<file path="config.mk">
export PLATFORM = sky130hd
export DESIGN_NAME = motor_command_line_decoder_core
export DESIGN_NICKNAME = d
export VERILOG_FILES = /design/src/hdl/mcld_pkg.sv /design/src/hdl/mcld_cfg_regs.sv /design/src/hdl/mcld_line_stage.sv /design/src/hdl/mcld_duty_stage.sv /design/src/hdl/motor_command_line_decoder_core.sv
export SDC_FILE = /design/constraint.sdc
export NUM_CORES = 1
export LEC_CHECK = 0
export BUFFER_PORTS_ARGS = -buffer_cell sky130_fd_sc_hd__buf_4
export CORE_ASPECT_RATIO = 0.8
export CORE_MARGIN = 3
export CORE_UTILIZATION = 35
export CTS_BUF_LIST = sky130_fd_sc_hd__clkbuf_16
export CTS_CLUSTER_DIAMETER = 60
export DETAILED_ROUTE_END_ITERATION = 16
export GPL_TIMING_DRIVEN = 0
export PLACE_DENSITY = 0.49
export SLEW_MARGIN = 15
export SYNTH_ARGS = -nofsm -noshare
export SYNTH_HDL_FRONTEND = slang
export SYNTH_SLANG_ARGS = --single-unit
</file>
<file path="constraint.sdc">
create_clock -name aclk -period 14.6 [get_ports aclk]
set_input_delay 1.46 -clock aclk [delete_from_list [all_inputs] [get_ports aclk]]
set_output_delay 1.46 -clock aclk [all_outputs]
set_load 0.005 [all_outputs]
</file>
<file path="src/hdl/mcld_pkg.sv">
// Shared types, codes and helper functions of the motor command line decoder.
// Depends on nothing; every other file of the block but mcld_checker imports it.
package mcld_pkg;

    localparam logic [7:0] ASCII_LF    = 8'h0A;
    localparam logic [7:0] ASCII_CR    = 8'h0D;
    localparam logic [7:0] ASCII_SPACE = 8'h20;
    localparam logic [7:0] ASCII_TAB   = 8'h09;
    localparam logic [7:0] ASCII_PLUS  = 8'h2B;
    localparam logic [7:0] ASCII_MINUS = 8'h2D;
    localparam logic [7:0] ASCII_ZERO  = 8'h30;
    localparam logic [7:0] ASCII_ONE   = 8'h31;
    localparam logic [7:0] ASCII_TWO   = 8'h32;
    localparam logic [7:0] ASCII_NINE  = 8'h39;
    localparam logic [7:0] ASCII_V     = 8'h56;
    localparam logic [7:0] ASCII_R     = 8'h52;

    // Line positions that the decoder reads
    localparam int DEC_BYTES = 12;

    // Configuration register indexes
    localparam int CFG_IDX_W = 3;
    localparam logic [CFG_IDX_W-1:0] CFG_UNIT_FIRST  = 3'd0;
    localparam logic [CFG_IDX_W-1:0] CFG_UNIT_SECOND = 3'd1;
    localparam logic [CFG_IDX_W-1:0] CFG_SPAN_FULL   = 3'd2;
    localparam logic [CFG_IDX_W-1:0] CFG_SPAN_SEL0   = 3'd3;
    localparam logic [CFG_IDX_W-1:0] CFG_SPAN_SEL1   = 3'd4;
    localparam logic [CFG_IDX_W-1:0] CFG_SPAN_SEL2   = 3'd5;
    localparam logic [CFG_IDX_W-1:0] CFG_SPAN_DEFLT  = 3'd6;

    // Duty saturates once span*speed reaches 256*100
    localparam logic [19:0] DUTY_SAT_LIMIT = 20'd25600;
    // 2^19/100 rounded up; exact quotient for products below the limit
    localparam logic [12:0] RECIP_100 = 13'd5243;

    typedef struct packed {
        logic [7:0] unit_first;
        logic [7:0] unit_second;
        logic [7:0] span_full;
        logic [7:0] span_sel0;
        logic [7:0] span_sel1;
        logic [7:0] span_sel2;
        logic [7:0] span_deflt;
    } cfg_t;

    typedef enum logic [1:0] {
        DIR_KEEP = 2'd0,
        DIR_FWD  = 2'd1,
        DIR_REV  = 2'd2
    } dir_t;

    typedef enum logic [2:0] {
        RD_SKIP  = 3'b001,
        RD_DIGIT = 3'b010,
        RD_DONE  = 3'b100
    } rd_phase_t;

    // Decoded line, handed from the line stage to the duty stage
    typedef struct packed {
        logic               accept;
        logic [7:0]         span;
        logic signed [10:0] speed_one;
        logic signed [10:0] speed_two;
        dir_t               dir_one;
        dir_t               dir_two;
    } job_t;

    function automatic logic is_blank(input logic [7:0] c);
        return (c == ASCII_SPACE) || ((c >= ASCII_TAB) && (c <= ASCII_CR));
    endfunction

    function automatic logic is_digit(input logic [7:0] c);
        return (c >= ASCII_ZERO) && (c <= ASCII_NINE);
    endfunction

    // Three-character decimal read: skip blanks, one sign, then digits
    function automatic logic signed [10:0] read_three(input logic [7:0] c0,
                                                      input logic [7:0] c1,
                                                      input logic [7:0] c2);
        logic [7:0] ch [3];
        rd_phase_t  ph;
        logic       neg;
        logic [9:0] val;
        ch[0] = c0;
        ch[1] = c1;
        ch[2] = c2;
        ph    = RD_SKIP;
        neg   = 1'b0;
        val   = 10'd0;
        for (int k = 0; k < 3; k++) begin
            unique case (ph)
                RD_SKIP: begin
                    if (is_blank(ch[k])) begin
                        ph = RD_SKIP;
                    end else if (ch[k] == ASCII_PLUS || ch[k] == ASCII_MINUS) begin
                        neg = (ch[k] == ASCII_MINUS);
                        ph  = RD_DIGIT;
                    end else if (is_digit(ch[k])) begin
                        val = {6'd0, ch[k][3:0]};
                        ph  = RD_DIGIT;
                    end else begin
                        ph = RD_DONE;
                    end
                end
                RD_DIGIT: begin
                    if (is_digit(ch[k])) begin
                        val = 10'(val * 10'd10 + {6'd0, ch[k][3:0]});
                    end else begin
                        ph = RD_DONE;
                    end
                end
                default: ph = RD_DONE;
            endcase
        end
        return neg ? -$signed({1'b0, val}) : $signed({1'b0, val});
    endfunction

    function automatic dir_t dir_of(input logic [7:0] c);
        if (c == ASCII_V) begin
            return DIR_FWD;
        end else if (c == ASCII_R) begin
            return DIR_REV;
        end
        return DIR_KEEP;
    endfunction

endpackage

</file>
<file path="src/hdl/mcld_cfg_regs.sv">
// Configuration register file of the motor command line decoder.
// Depends on mcld_pkg for the register indexes and cfg_t.
module mcld_cfg_regs
    import mcld_pkg::*;
(
    input  logic                 clk,
    input  logic                 rst_n,
    input  logic                 wr_en,
    input  logic [CFG_IDX_W-1:0] wr_index,
    input  logic [7:0]           wr_data,
    output cfg_t                 cfg
);

    cfg_t cfg_reg;

    always_ff @(posedge clk) begin
        if (!rst_n) begin
            cfg_reg.unit_first  <= 8'd77;
            cfg_reg.unit_second <= 8'd49;
            cfg_reg.span_full   <= 8'd255;
            cfg_reg.span_sel0   <= 8'd230;
            cfg_reg.span_sel1   <= 8'd209;
            cfg_reg.span_sel2   <= 8'd192;
            cfg_reg.span_deflt  <= 8'd100;
        end else if (wr_en) begin
            unique case (wr_index)
                CFG_UNIT_FIRST:  cfg_reg.unit_first  <= wr_data;
                CFG_UNIT_SECOND: cfg_reg.unit_second <= wr_data;
                CFG_SPAN_FULL:   cfg_reg.span_full   <= wr_data;
                CFG_SPAN_SEL0:   cfg_reg.span_sel0   <= wr_data;
                CFG_SPAN_SEL1:   cfg_reg.span_sel1   <= wr_data;
                CFG_SPAN_SEL2:   cfg_reg.span_sel2   <= wr_data;
                CFG_SPAN_DEFLT:  cfg_reg.span_deflt  <= wr_data;
                default: ;  // drop writes beyond the register list
            endcase
        end
    end

    assign cfg = cfg_reg;

endmodule

</file>
<file path="src/hdl/mcld_line_stage.sv">
// Line store, byte count and line decode of the motor command line decoder.
// Depends on mcld_pkg for the ASCII codes, read_three, dir_of and job_t.
module mcld_line_stage
    import mcld_pkg::*;
#(
    parameter int LINE_LEN = 12
) (
    input  logic       clk,
    input  logic       rst_n,
    input  cfg_t       cfg,
    input  logic       byte_valid,
    input  logic [7:0] byte_data,
    output logic       byte_ready,
    output logic       job_valid,
    input  logic       job_ready,
    output job_t       job
);

    localparam int CNT_W = $clog2(LINE_LEN + 1);
    localparam int IDX_W = $clog2(LINE_LEN);

    logic [7:0]       store_reg [LINE_LEN];
    logic [CNT_W-1:0] count_reg;
    logic             job_valid_reg;
    job_t             job_reg;

    logic             is_end;
    logic             not_full;
    logic             job_free;
    logic             take;
    logic [IDX_W-1:0] wr_idx;
    logic [7:0]       eff [DEC_BYTES];
    logic [7:0]       span;
    job_t             job_next;

    assign not_full   = (count_reg < CNT_W'(LINE_LEN));
    assign is_end     = (byte_data == ASCII_LF) || (byte_data == ASCII_CR) || !not_full;
    assign job_free   = !job_valid_reg || job_ready;
    // A stored byte moves on at once; a line end needs room for its job
    assign byte_ready = !is_end || job_free;
    assign take       = byte_valid && byte_ready;
    assign wr_idx     = count_reg[IDX_W-1:0];

    // Store as the decoder sees it, with the zero mark of this line end applied
    always_comb begin
        for (int j = 0; j < DEC_BYTES; j++) begin
            eff[j] = (count_reg == CNT_W'(j)) ? 8'h00 : store_reg[j];
        end
    end

    always_comb begin
        if (eff[10] == ASCII_ZERO) begin
            span = cfg.span_full;
        end else if (eff[11] == ASCII_ZERO) begin
            span = cfg.span_sel0;
        end else if (eff[11] == ASCII_ONE) begin
            span = cfg.span_sel1;
        end else if (eff[11] == ASCII_TWO) begin
            span = cfg.span_sel2;
        end else begin
            span = cfg.span_deflt;
        end
        job_next.accept    = (eff[0] == cfg.unit_first) && (eff[1] == cfg.unit_second);
        job_next.span      = span;
        job_next.speed_one = read_three(eff[3], eff[4], eff[5]);
        job_next.speed_two = read_three(eff[7], eff[8], eff[9]);
        job_next.dir_one   = dir_of(eff[2]);
        job_next.dir_two   = dir_of(eff[6]);
    end

    always_ff @(posedge clk) begin
        if (!rst_n) begin
            count_reg <= '0;
            for (int j = 0; j < LINE_LEN; j++) begin
                store_reg[j] <= 8'h00;
            end
        end else if (take) begin
            if (!is_end) begin
                store_reg[wr_idx] <= byte_data;
                count_reg         <= CNT_W'(count_reg + 1'b1);
            end else begin
                if (not_full) begin
                    store_reg[wr_idx] <= 8'h00;
                end
                count_reg <= '0;
            end
        end
    end

    always_ff @(posedge clk) begin
        if (!rst_n) begin
            job_valid_reg <= 1'b0;
        end else if (job_free) begin
            job_valid_reg <= take && is_end;
        end
    end

    always_ff @(posedge clk) begin
        if (job_free && take && is_end) begin
            job_reg <= job_next;
        end
    end

    assign job_valid = job_valid_reg;
    assign job       = job_reg;

endmodule

</file>
<file path="src/hdl/mcld_duty_stage.sv">
// Duty arithmetic, saturation, direction pins and result register.
// Depends on mcld_pkg for job_t, dir_t and the duty constants.
module mcld_duty_stage
    import mcld_pkg::*;
(
    input  logic       clk,
    input  logic       rst_n,
    input  logic       job_valid,
    output logic       job_ready,
    input  job_t       job,
    output logic       res_valid,
    input  logic       res_ready,
    output logic [7:0] duty_one,
    output logic [7:0] duty_two,
    output logic [3:0] pins
);

    logic               prod_valid_reg;
    logic               prod_accept_reg;
    logic signed [19:0] prod_one_reg;
    logic signed [19:0] prod_two_reg;
    dir_t               dir_one_reg;
    dir_t               dir_two_reg;

    logic               res_valid_reg;
    logic [7:0]         duty_one_reg;
    logic [7:0]         duty_two_reg;
    logic [3:0]         pins_reg;
    logic [7:0]         duty_one_next;
    logic [7:0]         duty_two_next;
    logic [3:0]         pins_next;
    logic               res_free;

    function automatic logic [7:0] sat_duty(input logic signed [19:0] p);
        logic [27:0] scaled;
        scaled = {13'd0, p[14:0]} * {15'd0, RECIP_100};
        if (p < 0) begin
            return 8'd0;
        end else if (p >= $signed(DUTY_SAT_LIMIT)) begin
            return 8'hFF;
        end
        return scaled[26:19];
    endfunction

    assign res_free  = !res_valid_reg || res_ready;
    assign job_ready = !prod_valid_reg || res_free;

    // Product stage
    always_ff @(posedge clk) begin
        if (!rst_n) begin
            prod_valid_reg <= 1'b0;
        end else if (job_ready) begin
            prod_valid_reg <= job_valid;
        end
    end

    always_ff @(posedge clk) begin
        if (job_ready && job_valid) begin
            prod_accept_reg <= job.accept;
            prod_one_reg    <= 20'($signed({1'b0, job.span}) * job.speed_one);
            prod_two_reg    <= 20'($signed({1'b0, job.span}) * job.speed_two);
            dir_one_reg     <= job.dir_one;
            dir_two_reg     <= job.dir_two;
        end
    end

    // Result stage: duties and pins are held state, updated by accepted lines
    always_comb begin
        duty_one_next = sat_duty(prod_one_reg);
        duty_two_next = sat_duty(prod_two_reg);
        pins_next     = pins_reg;
        case (dir_two_reg)
            DIR_FWD: pins_next[3:2] = 2'b01;
            DIR_REV: pins_next[3:2] = 2'b10;
            default: ;
        endcase
        case (dir_one_reg)
            DIR_FWD: pins_next[1:0] = 2'b10;
            DIR_REV: pins_next[1:0] = 2'b01;
            default: ;
        endcase
    end

    always_ff @(posedge clk) begin
        if (!rst_n) begin
            res_valid_reg <= 1'b0;
            duty_one_reg  <= 8'd0;
            duty_two_reg  <= 8'd0;
            pins_reg      <= 4'hF;
        end else if (res_free) begin
            res_valid_reg <= prod_valid_reg;
            if (prod_valid_reg && prod_accept_reg) begin
                duty_one_reg <= duty_one_next;
                duty_two_reg <= duty_two_next;
                pins_reg     <= pins_next;
            end
        end
    end

    assign res_valid = res_valid_reg;
    assign duty_one  = duty_one_reg;
    assign duty_two  = duty_two_reg;
    assign pins      = pins_reg;

endmodule

</file>
<file path="src/hdl/motor_command_line_decoder_core.sv">
// Top level of the motor command line decoder: input register, line stage,
// duty stage and configuration registers. Depends on mcld_pkg and all hdl modules but mcld_checker.
//
// Usage:
//   s_axis: one received serial byte per transfer in s_tdata[7:0]. CR or LF
//     ends a line, as does any byte arriving after LINE_LEN stored bytes.
//   m_axis: one result per ended line, carrying the current duties and
//     direction pins. Lines with a foreign unit id still report, unchanged.
//   cfg: write channel; cfg_index selects one of seven 8-bit registers,
//     indexes past the list are dropped. cfg_ready is always high. Write
//     only while no line is in flight.
// Path: a line end accepted on s_axis passes the input register, the line
//   decode, product and saturating result registers before it shows on m_axis.
// Throughput: one byte per cycle unless a line end waits for room; the
//   product is registered ahead of the divide-by-100 reciprocal multiply, which sets the depth.
// Stall: each stage advances when its successor is empty or moving, so bytes
//   keep coming in while a result waits, until a line end finds the pipeline full.
// Reset: aresetn low clears the line store, count, duties (0) and pins (all
//   ones), empties the pipeline and restores register defaults.
module motor_command_line_decoder_core
    import mcld_pkg::*;
#(
    parameter int LINE_LEN = 12
) (
    input  logic                 aclk,
    input  logic                 aresetn,
    // s_tdata: [7:0] rx_byte
    input  logic                 s_tvalid,
    output logic                 s_tready,
    input  logic [7:0]           s_tdata,
    // m_tdata: [7:0] duty_one, [15:8] duty_two, [16] m1_pin_a, [17] m1_pin_b,
    //          [18] m2_pin_a, [19] m2_pin_b, [23:20] zero
    output logic                 m_tvalid,
    input  logic                 m_tready,
    output logic [23:0]          m_tdata,
    input  logic                 cfg_valid,
    output logic                 cfg_ready,
    input  logic [CFG_IDX_W-1:0] cfg_index,
    input  logic [7:0]           cfg_data
);

    cfg_t       cfg;
    logic       in_valid_reg;
    logic [7:0] in_byte_reg;
    logic       line_ready;
    logic       job_valid;
    logic       job_ready;
    job_t       job;
    logic [7:0] duty_one;
    logic [7:0] duty_two;
    logic [3:0] pins;

    assign cfg_ready = 1'b1;

    mcld_cfg_regs u_cfg (
        .clk      (aclk),
        .rst_n    (aresetn),
        .wr_en    (cfg_valid),
        .wr_index (cfg_index),
        .wr_data  (cfg_data),
        .cfg      (cfg)
    );

    // Input register: take a byte when empty or when the held one moves on
    assign s_tready = !in_valid_reg || line_ready;

    always_ff @(posedge aclk) begin
        if (!aresetn) begin
            in_valid_reg <= 1'b0;
        end else if (s_tready) begin
            in_valid_reg <= s_tvalid;
        end
    end

    always_ff @(posedge aclk) begin
        if (s_tready && s_tvalid) begin
            in_byte_reg <= s_tdata;
        end
    end

    mcld_line_stage #(
        .LINE_LEN (LINE_LEN)
    ) u_line (
        .clk        (aclk),
        .rst_n      (aresetn),
        .cfg        (cfg),
        .byte_valid (in_valid_reg),
        .byte_data  (in_byte_reg),
        .byte_ready (line_ready),
        .job_valid  (job_valid),
        .job_ready  (job_ready),
        .job        (job)
    );

    mcld_duty_stage u_duty (
        .clk       (aclk),
        .rst_n     (aresetn),
        .job_valid (job_valid),
        .job_ready (job_ready),
        .job       (job),
        .res_valid (m_tvalid),
        .res_ready (m_tready),
        .duty_one  (duty_one),
        .duty_two  (duty_two),
        .pins      (pins)
    );

    // Pins: bit0 m1_pin_a, bit1 m1_pin_b, bit2 m2_pin_a, bit3 m2_pin_b
    assign m_tdata = {4'd0, pins, duty_two, duty_one};

endmodule

</file>
==> qor.json <==
{
  "run_status": {
    "status": "finished clean"
  },
  "global_routing": {
    "global_route_wire_length_before_repair_um": 109000,
    "antenna_found_initial": 0,
    "grt.total_usage": 0.164,
    "globalRouteOverflowTotal": 0,
    "first_global_vias": 20300,
    "grt_start_max_net_pins": 27
  },
  "clocking": {
    "cts_inserted_buffers": 35,
    "cts_hold_buffers": 0,
    "cts-htree-levels": 2,
    "cts.sinks": 268,
    "post-cts-setup-buffers": 0,
    "clock_path_buffers": 3,
    "clk-insertion-delay-late_ps": 550,
    "cts.root.buffer_cell": "sky130_fd_sc_hd__clkbuf_16",
    "clkTransAtPathRegs_ps": 60,
    "cts_tree": "done",
    "cts-resized-gates": 0
  },
  "worst_setup_path": {
    "path_class": "flop to flop",
    "end_kind": "flop",
    "critical_path_maximum_fanout": 9,
    "startpoint_type": "flop",
    "cpMaxStageDelayCell": "sky130_fd_sc_hd__nor4b_1",
    "slowest_delay_ps": 780,
    "critical_path_required_ps": 14900,
    "path_delay_family": "simple AND/OR/NAND/NOR gates",
    "critical-path-top-cell-by-count": "sky130_fd_sc_hd__ha_1",
    "critPathBufInv": 1,
    "cp_cell_sequence": "ha_1, buf_4, nand3b_1, nand4_1, nor4b_1, ha_1, ha_1, nor2b_1, o21ai_0, nor2_1, nor4b_1, ha_1, ha_1, xor2_1, o2111a_1, xor2_1, a32oi_2, nor4b_2, a31oi_1, xnor2_1",
    "cp_data_arrival_time_ps": 6780
  },
  "floorplan": {
    "boundaryPins": 51,
    "chip_width_um": 318,
    "design.core.area_um2": 76300,
    "die_area_um2": 81500,
    "die_h_um": 256,
    "num_rows": 90,
    "initial_core_util": 0.358
  },
  "run": {
    "max_capacitance_violation_total": 0
  },
  "sta": {
    "max_freq_ghz": 0.154,
    "finalWorstPathRequiredPeriod_ps": 6480,
    "hold_slack_ps": 420,
    "fin_worst_skew_ps": 25.8,
    "timing.final.hold_violations": 0,
    "max-slew-margin-rel": 0.328,
    "slew_violations": 0,
    "report.final.setup_viol": 0,
    "setup-tns-final_ps": 0,
    "setup_repair_after_global_routing_missed_its_margin": "false",
    "post-route-period-util": 0.444,
    "worst_pin_slew_ps": 1000,
    "setup_slack_ps": 8120
  },
  "synth": {
    "synth_cells": 2818,
    "dominantRegCellSynth": "sky130_fd_sc_hd__edfxtp_1",
    "mappedNetlistArea_um2": 27300,
    "synth_enable_flop_cells": 184,
    "async_flop_share": 0,
    "yosysSeqAreaShare": 0.264,
    "synth_cell_type_count": 85,
    "synthesis.area_per_instance_um2": 9.69,
    "synth_seq_cells": 268,
    "synth_warnings": 0
  },
  "drt": {
    "final_antenna_net_count": 0,
    "detail_route.wl_per_cell_um": 16.6,
    "route.vias.total": 19400,
    "drc": 0,
    "drt_first_pass_iters": 5,
    "vias_per_cell": 4.93,
    "route.final.wire_length_um": 65700,
    "drt_iter0_markers": 997
  },
  "placement": {
    "dp.cells": 3881,
    "buffers_on_ports": 45,
    "detailedPlace.worstSlack_ps": 8120,
    "place.gp.congestion": 0.856,
    "dpl.hpwl_um": 53500
  },
  "final_layout": {
    "antennaDiodeCount": 0,
    "final-seq-area_um2": 7210,
    "syn2layout_area_growth_pct": 10.4,
    "layout.cells.most_common_list": "sky130_fd_sc_hd__inv_1 (488), sky130_fd_sc_hd__ha_1 (344), sky130_fd_sc_hd__nand2_1 (303)",
    "final_common_cell": "sky130_fd_sc_hd__inv_1",
    "largest_reg_flops": 96,
    "multiInputGateArea_um2": 18000,
    "num-nets-final": 3562,
    "drive_gt1_frac": 0.0488,
    "finish.cell_count_without_fillers": 3945,
    "fillCellCount": 7563
  },
  "min_path": {
    "hp-class": "flop to flop"
  },
  "pwr": {
    "power-per-cell-area_nw_per_um2": 62.2,
    "p_leak_nw": 13.8,
    "ir_drop_mv": 0.0778
  }
}
worst reg2reg max path, stage by stage, from the launching register on:
cell and delay, ps:
sky130_fd_sc_hd__dfxtp_1 350, sky130_fd_sc_hd__ha_1 210, sky130_fd_sc_hd__buf_4 170, sky130_fd_sc_hd__nand3b_1 250, sky130_fd_sc_hd__nand4_1 220, sky130_fd_sc_hd__nor4b_1 780, sky130_fd_sc_hd__ha_1 380, sky130_fd_sc_hd__ha_1 320
sky130_fd_sc_hd__nor2b_1 140, sky130_fd_sc_hd__o21ai_0 220, sky130_fd_sc_hd__nor2_1 100, sky130_fd_sc_hd__nor4b_1 780, sky130_fd_sc_hd__ha_1 370, sky130_fd_sc_hd__ha_1 340, sky130_fd_sc_hd__xor2_1 290, sky130_fd_sc_hd__o2111a_1 290
sky130_fd_sc_hd__xor2_1 90, sky130_fd_sc_hd__a32oi_2 250, sky130_fd_sc_hd__nor4b_2 350, sky130_fd_sc_hd__a31oi_1 150, sky130_fd_sc_hd__xnor2_1 170
worst paths after layout:
kind                             from               endpoint  slack, ps  depth (start not counted)
setup / recovery  u_line.count_reg[0]         u_line.job[13]       8120                         20
hold / removal          u_line.job[3]  u_duty.dir_one_reg[1]        420                          0
hold reg to reg         u_line.job[3]  u_duty.dir_one_reg[1]        420                          0
setup reg to reg  u_line.count_reg[0]         u_line.job[13]       8120                         20
report_power, final:
part	switching, mW	total [mW]	leakage (nW)	internal, mW
sequential	0.0138	0.845	2.45	0.831
combinational	0.114	0.188	10.8	0.0741
clock	0.350	0.844	0.595	0.493
stage by stage:
step | utilization | instance area, um2 | power (mW)
2_1_floorplan | - | 27300 | 0.990
3_3_place_gp | 0.379 | 28900 | 1.05
3_5_place_dp | 0.380 | 29000 | 1.05
4_1_cts | 0.395 | 30200 | 1.90
5_1_grt | 0.395 | 30200 | 1.97
6_report | 0.395 | 30200 | 1.88
per-layer routing:
layer | vias up | GRT usage | wire length [um]
met5 | - | 0 | 0
met4 | 0 | 0.0307 | 930
met3 | 72 | 0.0201 | 2160
met2 | 288 | 0.260 | 29600
met1 | 9595 | 0.240 | 33000
li1 | 9485 | - | -
final cells by class:
type / instances / area share
multi-input combinational: 2007 / 0.598
sequential: 268 / 0.239
inverter: 480 / 0.0597
tap: 1012 / 0.0420
clock buffer: 36 / 0.0299
timing repair buffer: 48 / 0.0137
buffer: 66 / 0.00983
clock inverter: 28 / 0.00772
cell families (layout without fill, tap and decap cells):
| kind of cell | after synthesis | in the layout | share of synthesized area |
|---|---|---|---|
| DFF | 268 | 268 | 0.264 |
| buffers and inverters | 546 | 658 | 0.0768 |
| other | 2 | 5 | 0.000275 |
| xor gates and xnor gates | 113 | 113 | 0.0362 |
| and+or+nand+nor | 894 | 894 | 0.164 |
| muxes | 14 | 14 | 0.00541 |
| adders and majority gates | 632 | 632 | 0.369 |
| AOI/OAI and AO/OA | 349 | 349 | 0.0849 |
cell usage after synthesis, drive strengths merged (8+ instances only):
cell	instances	area, um2
a21boi	35	263
a21o	21	158
a21oi	85	440
a22oi	12	90.1
a31oi	22	138
and2	160	1000
and3	37	231
buf	13	97.6
clkbuf	53	199
dfxtp	84	1680
edfxtp	184	5530
fa	288	5770
ha	344	4300
inv	480	1800
mux2i	11	110
nand2	303	1140
nand2b	8	50.1
nand3	75	375
nand4	18	113
nor2	165	627
nor2b	27	169
nor3	23	115
nor3b	9	77.6
nor4b	13	120
nor4bb	10	100
o211ai	11	82.6
o21a	8	60.1
o21ai	73	365
o32ai	8	70.1
xnor2	85	744
xor2	28	245
Note: power is estimated with default switching activity, not from simulation.
